===== src/rtl/dst_pkg.sv =====
// Shared types and constants for the downbeat score tracker.
// No dependencies; every other file in rtl/ imports this package.
`default_nettype none

package dst_pkg;

    // Default bar length in beats
    localparam int BPB_DEFAULT = 4;

    // Configuration register indexes
    localparam logic [1:0] CFG_WRAP_THRESHOLD = 2'd0;
    localparam logic [1:0] CFG_SCORE_LEAK     = 2'd1;
    localparam logic [1:0] CFG_SWITCH_MARGIN  = 2'd2;

    // Configuration reset values
    localparam logic [15:0] WRAP_THRESHOLD_RST = 16'd32768;
    localparam logic [15:0] SCORE_LEAK_RST     = 16'd58982;
    localparam logic [15:0] SWITCH_MARGIN_RST  = 16'd4506;

    // One half in Q0.16, saturated score and confidence values
    localparam logic [15:0] HALF_PHASE    = 16'd32768;
    localparam logic [31:0] SCORE_MAX     = 32'hFFFF_FFFF;
    localparam logic [15:0] CONF_FULL     = 16'hFFFF;

    // Quotient bits produced by the shared divider
    localparam int DIV_STEPS = 16;

    typedef struct packed {
        logic [15:0] beat_phase;
        logic        beat_flag;
        logic        lock_flag;
        logic [15:0] accent_level;
    } in_item_t;

    typedef struct packed {
        logic [1:0]  beat_in_bar;
        logic [15:0] bar_phase;
        logic        downbeat_flag;
        logic [15:0] confidence;
    } out_item_t;

    typedef struct packed {
        logic [15:0] wrap_threshold;
        logic [15:0] score_leak;
        logic [15:0] switch_margin;
    } cfg_t;

    // Divider request: remainder seed below divisor, bits shifted in MSB first
    typedef struct packed {
        logic        start;
        logic [31:0] rem_init;
        logic [15:0] shift_bits;
        logic [31:0] divisor;
    } div_req_t;

    typedef struct packed {
        logic        done;
        logic [15:0] quotient;
    } div_rsp_t;

endpackage

`default_nettype wire


===== src/rtl/dst_div.sv =====
// Shared restoring divider, one quotient bit per cycle.
// Depends on dst_pkg for the request and response types.
`default_nettype none

module dst_div
    import dst_pkg::*;
(
    input  wire logic     clk,
    input  wire logic     rst_n,
    input  wire div_req_t req,
    output div_rsp_t      rsp
);

    localparam int CNT_W = $clog2(DIV_STEPS + 1);

    logic [CNT_W-1:0] cnt_reg, cnt_next;
    logic             done_reg, done_next;
    logic [31:0]      rem_reg, rem_next;
    logic [15:0]      bits_reg, bits_next;
    logic [31:0]      dvs_reg, dvs_next;
    logic [15:0]      quo_reg, quo_next;

    logic [32:0]      trial;
    logic             fits;

    // Shift one dividend bit into the remainder and try the subtract
    assign trial = {rem_reg, bits_reg[15]};
    assign fits  = trial >= {1'b0, dvs_reg};

    always_comb
    begin
        cnt_next  = cnt_reg;
        done_next = 1'b0;
        rem_next  = rem_reg;
        bits_next = bits_reg;
        dvs_next  = dvs_reg;
        quo_next  = quo_reg;
        if (req.start)
        begin
            cnt_next  = CNT_W'(DIV_STEPS);
            rem_next  = req.rem_init;
            bits_next = req.shift_bits;
            dvs_next  = req.divisor;
            quo_next  = '0;
        end
        else if (cnt_reg != '0)
        begin
            rem_next  = fits ? 32'(trial - {1'b0, dvs_reg}) : trial[31:0];
            bits_next = {bits_reg[14:0], 1'b0};
            quo_next  = {quo_reg[14:0], fits};
            cnt_next  = cnt_reg - 1'b1;
            done_next = (cnt_reg == CNT_W'(1));
        end
    end

    always_ff @(posedge clk or negedge rst_n)
    begin
        if (!rst_n)
        begin
            cnt_reg  <= '0;
            done_reg <= 1'b0;
        end
        else
        begin
            cnt_reg  <= cnt_next;
            done_reg <= done_next;
        end
    end

    always_ff @(posedge clk)
    begin
        rem_reg  <= rem_next;
        bits_reg <= bits_next;
        dvs_reg  <= dvs_next;
        quo_reg  <= quo_next;
    end

    assign rsp.done     = done_reg;
    assign rsp.quotient = quo_reg;

endmodule

`default_nettype wire


===== src/rtl/dst_core.sv =====
// Sequencer, slot score file and shared multiplier of the downbeat tracker.
// Depends on dst_pkg; drives the shared divider dst_div.
`default_nettype none

module dst_core
    import dst_pkg::*;
#(
    parameter int BEATS_PER_BAR = BPB_DEFAULT
)
(
    input  wire logic      clk,
    input  wire logic      rst_n,
    input  wire cfg_t      cfg,
    input  wire logic      in_valid,
    output logic           in_stall,
    input  wire in_item_t  in_data,
    output logic           out_valid,
    input  wire logic      out_stall,
    output out_item_t      out_data,
    output div_req_t       div_req,
    input  wire div_rsp_t  div_rsp
);

    localparam int SLOT_W = $clog2(BEATS_PER_BAR);
    localparam int WU_W   = $clog2(BEATS_PER_BAR + 1);
    localparam int EXT_W  = (SLOT_W > 2) ? SLOT_W : 2;
    localparam logic [SLOT_W-1:0] LAST_SLOT = SLOT_W'(BEATS_PER_BAR - 1);
    localparam logic [WU_W-1:0]   WU_FULL   = WU_W'(BEATS_PER_BAR);

    typedef enum logic [12:0] {
        ST_IDLE       = 13'b0_0000_0000_0001,
        ST_LEAK       = 13'b0_0000_0000_0010,
        ST_ACCENT     = 13'b0_0000_0000_0100,
        ST_ELECT_INIT = 13'b0_0000_0000_1000,
        ST_ELECT_SCAN = 13'b0_0000_0001_0000,
        ST_ELECT_MUL  = 13'b0_0000_0010_0000,
        ST_ELECT_CMP  = 13'b0_0000_0100_0000,
        ST_CLAR_SCAN  = 13'b0_0000_1000_0000,
        ST_CONF_GO    = 13'b0_0001_0000_0000,
        ST_CONF_WAIT  = 13'b0_0010_0000_0000,
        ST_PHASE_GO   = 13'b0_0100_0000_0000,
        ST_PHASE_WAIT = 13'b0_1000_0000_0000,
        ST_OUT        = 13'b1_0000_0000_0000
    } state_t;

    state_t            state_reg, state_next;
    logic [SLOT_W-1:0] idx_reg, idx_next;
    logic [SLOT_W-1:0] bc_reg, bc_next;
    logic [SLOT_W-1:0] db_reg, db_next;
    logic [WU_W-1:0]   warm_reg, warm_next;
    logic [15:0]       last_phase_reg, last_phase_next;
    logic [31:0]       scores_reg [BEATS_PER_BAR];
    logic [31:0]       scores_next [BEATS_PER_BAR];

    in_item_t          item_reg, item_next;
    logic [SLOT_W-1:0] slot_reg, slot_next;
    logic [SLOT_W-1:0] top_reg, top_next;
    logic [31:0]       top_score_reg, top_score_next;
    logic [31:0]       old_score_reg, old_score_next;
    logic [47:0]       prod_reg, prod_next;
    logic [31:0]       first_reg, first_next;
    logic [31:0]       second_reg, second_next;
    logic [15:0]       conf_reg, conf_next;
    logic [15:0]       bphase_reg, bphase_next;
    logic [SLOT_W-1:0] pos_reg, pos_next;
    logic              down_reg, down_next;
    logic              out_valid_reg, out_valid_next;
    out_item_t         out_data_reg, out_data_next;

    logic [SLOT_W-1:0] rd_addr;
    logic [31:0]       rd_score;
    logic [31:0]       mul_a;
    logic [15:0]       mul_b;
    logic [47:0]       mul_p;
    logic              wrap;
    logic [SLOT_W-1:0] next_slot;
    logic [SLOT_W-1:0] acc_slot;
    logic [SLOT_W-1:0] pos_now;
    logic [32:0]       acc_sum;
    logic [EXT_W-1:0]  pos_ext;
    logic              accented;
    logic              idx_last;

    // Single read port into the score file
    always_comb
    begin
        unique case (state_reg)
            ST_ACCENT:     rd_addr = acc_slot;
            ST_ELECT_INIT: rd_addr = db_reg;
            default:       rd_addr = idx_reg;
        endcase
    end
    assign rd_score = scores_reg[rd_addr];

    // Shared multiplier: leak scaling or the election margin product
    assign mul_a = (state_reg == ST_ELECT_MUL) ? old_score_reg : rd_score;
    assign mul_b = (state_reg == ST_ELECT_MUL) ? cfg.switch_margin : cfg.score_leak;
    assign mul_p = mul_a * mul_b;

    // Signed wrap test on the new phase
    assign wrap = $signed({2'b00, in_data.beat_phase}) <
                  $signed({2'b00, last_phase_reg} - {2'b00, cfg.wrap_threshold});

    assign next_slot = (bc_reg == LAST_SLOT) ? '0 : bc_reg + 1'b1;
    assign pos_now   = (bc_reg >= db_reg) ? bc_reg - db_reg
                     : SLOT_W'({1'b0, bc_reg} + (SLOT_W+1)'(BEATS_PER_BAR) - {1'b0, db_reg});
    assign acc_sum   = {1'b0, rd_score} + 33'(item_reg.accent_level);
    assign accented  = item_reg.beat_flag && (item_reg.accent_level != '0);
    assign idx_last  = (idx_reg == LAST_SLOT);
    assign pos_ext   = EXT_W'(pos_reg);

    // Slot of this beat: the next one when an accent lands past half phase
    assign acc_slot  = (accented && (item_reg.beat_phase > HALF_PHASE)) ? next_slot : bc_reg;

    always_comb
    begin
        state_next      = state_reg;
        idx_next        = idx_reg;
        bc_next         = bc_reg;
        db_next         = db_reg;
        warm_next       = warm_reg;
        last_phase_next = last_phase_reg;
        scores_next     = scores_reg;
        item_next       = item_reg;
        slot_next       = slot_reg;
        top_next        = top_reg;
        top_score_next  = top_score_reg;
        old_score_next  = old_score_reg;
        prod_next       = prod_reg;
        first_next      = first_reg;
        second_next     = second_reg;
        conf_next       = conf_reg;
        bphase_next     = bphase_reg;
        pos_next        = pos_reg;
        down_next       = down_reg;
        out_valid_next  = out_valid_reg && out_stall;
        out_data_next   = out_data_reg;
        div_req         = '0;

        unique case (state_reg)
            // Take an item, detect a wrap and advance the beat counter
            ST_IDLE:
            begin
                if (in_valid)
                begin
                    item_next       = in_data;
                    last_phase_next = in_data.beat_phase;
                    idx_next        = '0;
                    if (wrap)
                    begin
                        bc_next    = next_slot;
                        state_next = ST_LEAK;
                    end
                    else
                    begin
                        state_next = ST_ACCENT;
                    end
                end
            end

            // Scale one slot score per cycle
            ST_LEAK:
            begin
                scores_next[idx_reg] = mul_p[47:16];
                idx_next = idx_reg + 1'b1;
                if (idx_last)
                begin
                    idx_next   = '0;
                    state_next = ST_ACCENT;
                end
            end

            // Add the accent with saturation and count warm-up
            ST_ACCENT:
            begin
                slot_next   = acc_slot;
                idx_next    = '0;
                first_next  = '0;
                second_next = '0;
                state_next  = ST_CLAR_SCAN;
                if (accented)
                begin
                    scores_next[acc_slot] = acc_sum[32] ? SCORE_MAX : acc_sum[31:0];
                    if (warm_reg < WU_FULL)
                        warm_next = warm_reg + 1'b1;
                    state_next = ST_ELECT_INIT;
                end
            end

            // Seed the election with the current downbeat score
            ST_ELECT_INIT:
            begin
                top_next       = db_reg;
                top_score_next = rd_score;
                old_score_next = rd_score;
                idx_next       = '0;
                state_next     = ST_ELECT_SCAN;
            end

            // Find the highest score; the current downbeat, then the lowest index, wins ties
            ST_ELECT_SCAN:
            begin
                if (rd_score > top_score_reg)
                begin
                    top_next       = idx_reg;
                    top_score_next = rd_score;
                end
                idx_next = idx_reg + 1'b1;
                if (idx_last)
                begin
                    idx_next   = '0;
                    state_next = ST_ELECT_MUL;
                end
            end

            ST_ELECT_MUL:
            begin
                prod_next  = mul_p;
                state_next = ST_ELECT_CMP;
            end

            // Move the downbeat when the rival clears the margin
            ST_ELECT_CMP:
            begin
                if ((top_reg != db_reg) && ({4'b0000, top_score_reg, 12'h000} > prod_reg))
                    db_next = top_reg;
                idx_next    = '0;
                first_next  = '0;
                second_next = '0;
                state_next  = ST_CLAR_SCAN;
            end

            // Track best and second-best scores
            ST_CLAR_SCAN:
            begin
                if (rd_score > first_reg)
                begin
                    second_next = first_reg;
                    first_next  = rd_score;
                end
                else if (rd_score > second_reg)
                begin
                    second_next = rd_score;
                end
                idx_next = idx_reg + 1'b1;
                if (idx_last)
                begin
                    idx_next   = '0;
                    state_next = ST_CONF_GO;
                end
            end

            // Resolve the trivial confidence cases or start a division
            ST_CONF_GO:
            begin
                if (!item_reg.lock_flag || (first_reg == '0))
                begin
                    conf_next  = '0;
                    state_next = ST_PHASE_GO;
                end
                else if (second_reg == '0)
                begin
                    conf_next  = CONF_FULL;
                    state_next = ST_PHASE_GO;
                end
                else
                begin
                    div_req.start      = 1'b1;
                    div_req.rem_init   = first_reg - second_reg;
                    div_req.shift_bits = '0;
                    div_req.divisor    = first_reg;
                    state_next         = ST_CONF_WAIT;
                end
            end

            ST_CONF_WAIT:
            begin
                if (div_rsp.done)
                begin
                    conf_next  = div_rsp.quotient;
                    state_next = ST_PHASE_GO;
                end
            end

            // Bar position and downbeat flag, then divide for bar phase
            ST_PHASE_GO:
            begin
                pos_next  = pos_now;
                down_next = item_reg.beat_flag && (slot_reg == db_reg) && (warm_reg >= WU_FULL);
                div_req.start      = 1'b1;
                div_req.rem_init   = 32'(pos_now);
                div_req.shift_bits = item_reg.beat_phase;
                div_req.divisor    = 32'(BEATS_PER_BAR);
                state_next         = ST_PHASE_WAIT;
            end

            // Wait for the divider and capture the bar phase
            ST_PHASE_WAIT:
            begin
                if (div_rsp.done)
                begin
                    bphase_next = div_rsp.quotient;
                    state_next  = ST_OUT;
                end
            end

            // Hand the result to the output register once it is free
            ST_OUT:
            begin
                if (!out_valid_reg || !out_stall)
                begin
                    out_valid_next              = 1'b1;
                    out_data_next.beat_in_bar   = pos_ext[1:0];
                    out_data_next.bar_phase     = bphase_reg;
                    out_data_next.downbeat_flag = down_reg;
                    out_data_next.confidence    = conf_reg;
                    state_next                  = ST_IDLE;
                end
            end

            default:
            begin
                state_next = ST_IDLE;
            end
        endcase
    end

    always_ff @(posedge clk or negedge rst_n)
    begin
        if (!rst_n)
        begin
            state_reg      <= ST_IDLE;
            idx_reg        <= '0;
            bc_reg         <= '0;
            db_reg         <= '0;
            warm_reg       <= '0;
            last_phase_reg <= '0;
            out_valid_reg  <= 1'b0;
            for (int i = 0; i < BEATS_PER_BAR; i++)
                scores_reg[i] <= '0;
        end
        else
        begin
            state_reg      <= state_next;
            idx_reg        <= idx_next;
            bc_reg         <= bc_next;
            db_reg         <= db_next;
            warm_reg       <= warm_next;
            last_phase_reg <= last_phase_next;
            out_valid_reg  <= out_valid_next;
            scores_reg     <= scores_next;
        end
    end

    always_ff @(posedge clk)
    begin
        item_reg      <= item_next;
        slot_reg      <= slot_next;
        top_reg       <= top_next;
        top_score_reg <= top_score_next;
        old_score_reg <= old_score_next;
        prod_reg      <= prod_next;
        first_reg     <= first_next;
        second_reg    <= second_next;
        conf_reg      <= conf_next;
        bphase_reg    <= bphase_next;
        pos_reg       <= pos_next;
        down_reg      <= down_next;
        out_data_reg  <= out_data_next;
    end

    assign in_stall  = (state_reg != ST_IDLE);
    assign out_valid = out_valid_reg;
    assign out_data  = out_data_reg;

endmodule

`default_nettype wire


===== src/rtl/downbeat_score_tracker_unit.sv =====
// Top level of the downbeat score tracker: configuration registers and wiring.
// Depends on dst_pkg, dst_div and dst_core.
`default_nettype none

// One tick item goes in, one result item comes out. The block takes a new item
// only while its sequencer is idle, so it finishes one item before taking the
// next. Walks of the score file go one slot per cycle through a single read port
// and shared 32x16 multiplier; the leak walk runs only when the phase wraps, and
// the election walk is skipped when the beat carries no accent. The shared divider
// makes 16-step passes for confidence, skipped when no division is needed
// (unlocked, all scores zero, or no runner-up), then for bar phase. A finished
// result waits in an output register, so the next item can be taken while
// downstream stalls; a result that finds that register still full waits until it
// drains. Configuration is written through cfg_valid/cfg_ready, always ready;
// unknown indexes are ignored.

module downbeat_score_tracker_unit
    import dst_pkg::*;
#(
    parameter int BEATS_PER_BAR = BPB_DEFAULT
)
(
    input  wire logic        clk,
    input  wire logic        rst_n,
    input  wire logic        in_valid,
    output logic             in_stall,
    input  wire in_item_t    in_data,
    output logic             out_valid,
    input  wire logic        out_stall,
    output out_item_t        out_data,
    input  wire logic        cfg_valid,
    output logic             cfg_ready,
    input  wire logic [1:0]  cfg_index,
    input  wire logic [15:0] cfg_data
);

    cfg_t     cfg_reg, cfg_next;
    div_req_t div_req;
    div_rsp_t div_rsp;

    // Decode configuration writes
    always_comb
    begin
        cfg_next = cfg_reg;
        if (cfg_valid)
        begin
            unique case (cfg_index)
                CFG_WRAP_THRESHOLD: cfg_next.wrap_threshold = cfg_data;
                CFG_SCORE_LEAK:     cfg_next.score_leak     = cfg_data;
                CFG_SWITCH_MARGIN:  cfg_next.switch_margin  = cfg_data;
                default:            cfg_next = cfg_reg;
            endcase
        end
    end

    always_ff @(posedge clk or negedge rst_n)
    begin
        if (!rst_n)
        begin
            cfg_reg.wrap_threshold <= WRAP_THRESHOLD_RST;
            cfg_reg.score_leak     <= SCORE_LEAK_RST;
            cfg_reg.switch_margin  <= SWITCH_MARGIN_RST;
        end
        else
        begin
            cfg_reg <= cfg_next;
        end
    end

    assign cfg_ready = 1'b1;

    dst_core #(
        .BEATS_PER_BAR (BEATS_PER_BAR)
    ) u_core (
        .clk       (clk),
        .rst_n     (rst_n),
        .cfg       (cfg_reg),
        .in_valid  (in_valid),
        .in_stall  (in_stall),
        .in_data   (in_data),
        .out_valid (out_valid),
        .out_stall (out_stall),
        .out_data  (out_data),
        .div_req   (div_req),
        .div_rsp   (div_rsp)
    );

    dst_div u_div (
        .clk   (clk),
        .rst_n (rst_n),
        .req   (div_req),
        .rsp   (div_rsp)
    );

endmodule

`default_nettype wire

===== config.mk =====
export PLATFORM = sky130hd
export DESIGN_NAME = downbeat_score_tracker_unit
export DESIGN_NICKNAME = d
export VERILOG_FILES = /design/src/rtl/dst_pkg.sv /design/src/rtl/dst_div.sv /design/src/rtl/dst_core.sv /design/src/rtl/downbeat_score_tracker_unit.sv
export SDC_FILE = /design/constraint.sdc
export NUM_CORES = 2
export LEC_CHECK = 0
export BUFFER_PORTS_ARGS = -buffer_cell sky130_fd_sc_hd__buf_2
export CAP_MARGIN = 30
export CORE_UTILIZATION = 43
export CTS_BUF_LIST = sky130_fd_sc_hd__clkbuf_4
export CTS_CLUSTER_DIAMETER = 200
export DETAILED_ROUTE_END_ITERATION = 8
export GPL_ROUTABILITY_DRIVEN = 0
export PLACE_DENSITY_LB_ADDON = 0.05
export RECOVER_POWER = 25
export SYNTH_ARGS = -nofsm -noshare
export SYNTH_HDL_FRONTEND = slang
export SYNTH_HIERARCHICAL = 1
export SYNTH_SLANG_ARGS = --single-unit

===== constraint.sdc =====
create_clock -name clk -period 14.7 [get_ports clk]
set_clock_uncertainty 0.05 [all_clocks]
set_input_delay 2.94 -clock clk [delete_from_list [all_inputs] [get_ports clk]]
set_output_delay 2.94 -clock clk [all_outputs]
set_load 0.02 [all_outputs]

==> results.md <==
- Status: finished with violations
- Violated checks: capacitance limit, slew limit
- Core area: roughly 110000 sq um
- Crit-path max cell delay: roughly 0.8 ns
- Mapped Area: roughly 49000 sq um
- Top cells by area, synth: edfxtp_1 22%, fa_1 17%, dfrtp_1 10%, ha_1 9.3%, inv_1 5.4%
- CTS Hold Bufs: 0
- Standard-cell rows: between 100 and 150
- Met2 Use GR: 0.466
- Proportion of layout cells with a drive suffix above 1: 0.123
- Setup slack, reg-to-reg: between 2 and 2.5 ns
- Worst EP arrival: 13.51 ns
- Drt pass-1 iters: 7
- Clock sink count: ~600
- Global-route wire length before repair: roughly 250 mm
- CP startpoint: u_core/item_reg[4]
- Port Buf Inserts: 93
- Initial antenna violation count: 8
- Max reg flops: approximately 130
- CTS H-tree depth: 4
- Vias in the first global route: a little under 40k
- Worst-case hold path end point: u_core/out_data[9]
- Syn Area/Cell: between 9 and 10 sq um
- Worst setup SP type: flop
- Wire per inst: ~24 um
- GRT Overall Usage: 0.287
- Post-DP HPWL: roughly 120 mm
- Die height: roughly 340 um
- Worst-Skew Late Latency: around 1.2 ns
- Initial core utilization: 0.436
- R2R Path End: u_core/scores_reg[62]
- Clock root buffer: clkbuf_4
- Largest net degree at the start of global routing: 85
- Nets: just over 6k
- Post-synth top cells: 714 x inv_1, 562 x nand2_1, 474 x nor2_1, 422 x fa_1, 368 x ha_1
- Placed Cells: about 6.5k
- DIE AREA: 116000 sq um
- Vias: 38.3k
- Hold_sp: u_core/conf_reg[9]
- Tcrit/Tclk final: 0.859
- Crit. End Element: flop
- Final hold violation count: 0
- Syn Inst Count: around 5.0k
- Worst reg2reg path depth: 34
- Area share of the leading cell type in the synthesized netlist: 0.222
- DR iter-0 viols: approximately 2.9k
- Number of synthesized flops with an enable pin: between 300 and 400
- Vias per inst: between 5 and 6
- Residual DRC: 0
- TNS Setup: 0 ns
- Area growth syn-to-layout: 9.99%
- Total setup buffers inserted after CTS: 0
- Register area share after synthesis: 0.341
- Count leader, synth: inv_1
- Ports: 95
- Top FF cell, synth: edfxtp_1
- Critical Path RT: around 16 ns
- Largest area contributor in the netlist: edfxtp_1
- GR Util met3: 0.0471
- Post-synthesis async set-or-reset flop share: 0.368
- Reg-to-Reg Start: u_core/item_reg[4]
- Net count after synthesis: around 5.8k
- CP max stage cell: a211oi_4
- Cts bufs inserted: 176
- Tmin final: 12.62 ns
- Cts repair resizes: 0
- Die X: ~340 um
- Max Root-Sink Buffers: 3
- Crit-path max FO: 57
- Tightest Hold Check Type: flop to flop
- Critical path class: flop to flop
- GRT overflow: 0
- Final setup violation count: 0
- Max cap viols: 5
- Fin cells: between 6k and 7k
- Synth unique cells: 99
- Slew @ Worst Pin: approximately 4.7 ns
- Routed Antenna Nets: 0
- Max Slew Vio Count: 250
- Synth Register Bits: roughly 600
- Slew headroom: -2.16
- CTS tree: yes
- Global Route met1 Usage: 0.385
- Ys Warns: 6
- Reg clk slew, reported paths: roughly 0.070 ns
- Busiest metal layer after global routing: met2
- Fmax: between 70 and 80 MHz
- Hold Path Depth: 0
- RSZ-0062 raised after global routing: no
- Total Wirelength: about 160 mm
- Top cell by count, worst path: fa_1
- Fillers: roughly 11k
-- metal layers --
metal	part of all wire	wire (um)
met5	0.00020	33
met4	0.037	6120
met3	0.061	10000
met2	0.47	77400
met1	0.43	71100
-- cell type report --
| class | instances | area, sq um | area share |
|---|---|---|---|
| inverter | 721 | 2710 | 0.0499 |
| sequential | 601 | 16800 | 0.310 |
| timing repair buffer | 208 | 1360 | 0.0250 |
| clock inverter | 69 | 367 | 0.00676 |
| multi-input combinational | 3501 | 29100 | 0.537 |
| tap | 1500 | 1880 | 0.0346 |
| antenna | 8 | 20.0 | 0.000369 |
| clock buffer | 260 | 1950 | 0.0360 |
-- cells by family (layout without fill, tap and decap cells) --
| logic type | after synthesis | after routing | synth area share |
|---|---|---|---|
| AOI/OAI and AO/OA | 888 | 888 | 0.116 |
| adders and majority gates | 790 | 790 | 0.265 |
| other | 1 | 9 | 0.0000761 |
| muxes | 239 | 239 | 0.0515 |
| and+or+nand+nor | 1453 | 1453 | 0.133 |
| buffers and inverters | 896 | 1258 | 0.0706 |
| DFF | 601 | 601 | 0.341 |
| xor gates and xnor gates | 130 | 130 | 0.0231 |
-- worst max path at each step --
stage | end | slack (ns) | cells past startpoint
3_5_place_dp | u_core/scores_reg[62] | 2.34 | 34
5_1_grt | u_core/scores_reg[62] | 1.33 | 34
2_1_floorplan | u_core/prod_reg[46] | 4.20 | 37
3_3_place_gp | u_core/scores_reg[62] | 2.49 | 33
6_report | u_core/scores_reg[62] | 2.08 | 34
4_1_cts | u_core/scores_reg[62] | 2.24 | 34
-- worst max-delay path, delay by kind of cell (launching register included) --
| family | cells | cell delay (ns) |
|---|---|---|
| xor+xnor | 1 | 0.47 |
| mux | 2 | 0.68 |
| flops | 1 | 0.41 |
| simple gates | 5 | 1.74 |
| buf+inv | 6 | 0.95 |
| fa+ha+maj | 7 | 3.52 |
| compound gates | 13 | 4.48 |
-- stage by stage --
| step | utilization | cell area (sq um) | setup WS (ns) | hold slack [ns] |
|---|---|---|---|---|
| after floorplan | - | 49300 | 4.20 | 0.350 |
| after global placement | 0.458 | 51800 | 2.49 | 0.354 |
| after detailed placement | 0.460 | 52000 | 2.34 | 0.356 |
| after CTS | 0.480 | 54300 | 2.24 | 0.330 |
| after global routing | 0.479 | 54200 | 1.33 | 0.351 |
| final | 0.479 | 54200 | 2.08 | 0.351 |
-- layout by cell type, fill, tap and decap left out, types with 58 or more instances in the layout --
cell type / Yosys / final
o21ai_0: 162 / 159
o21ai_1: 83 / 86
mux2i_1: 123 / 114
nand2_1: 562 / 556
nand4_1: 58 / 58
xnor2_1: 81 / 81
mux2_2: 109 / 109
nor2_1: 474 / 471
a22oi_1: 98 / 98
buf_2: 19 / 68
clkbuf_4: 0 / 260
fa_1: 422 / 422
dfrtp_1: 204 / 204
buf_4: 8 / 99
ha_1: 368 / 368
edfxtp_1: 364 / 364
a21oi_1: 199 / 198
inv_1: 714 / 715
a21o_1: 119 / 119
Power is not shown: default switching activity piles up to over one toggle a cycle in this logic, so the estimate is an artifact.
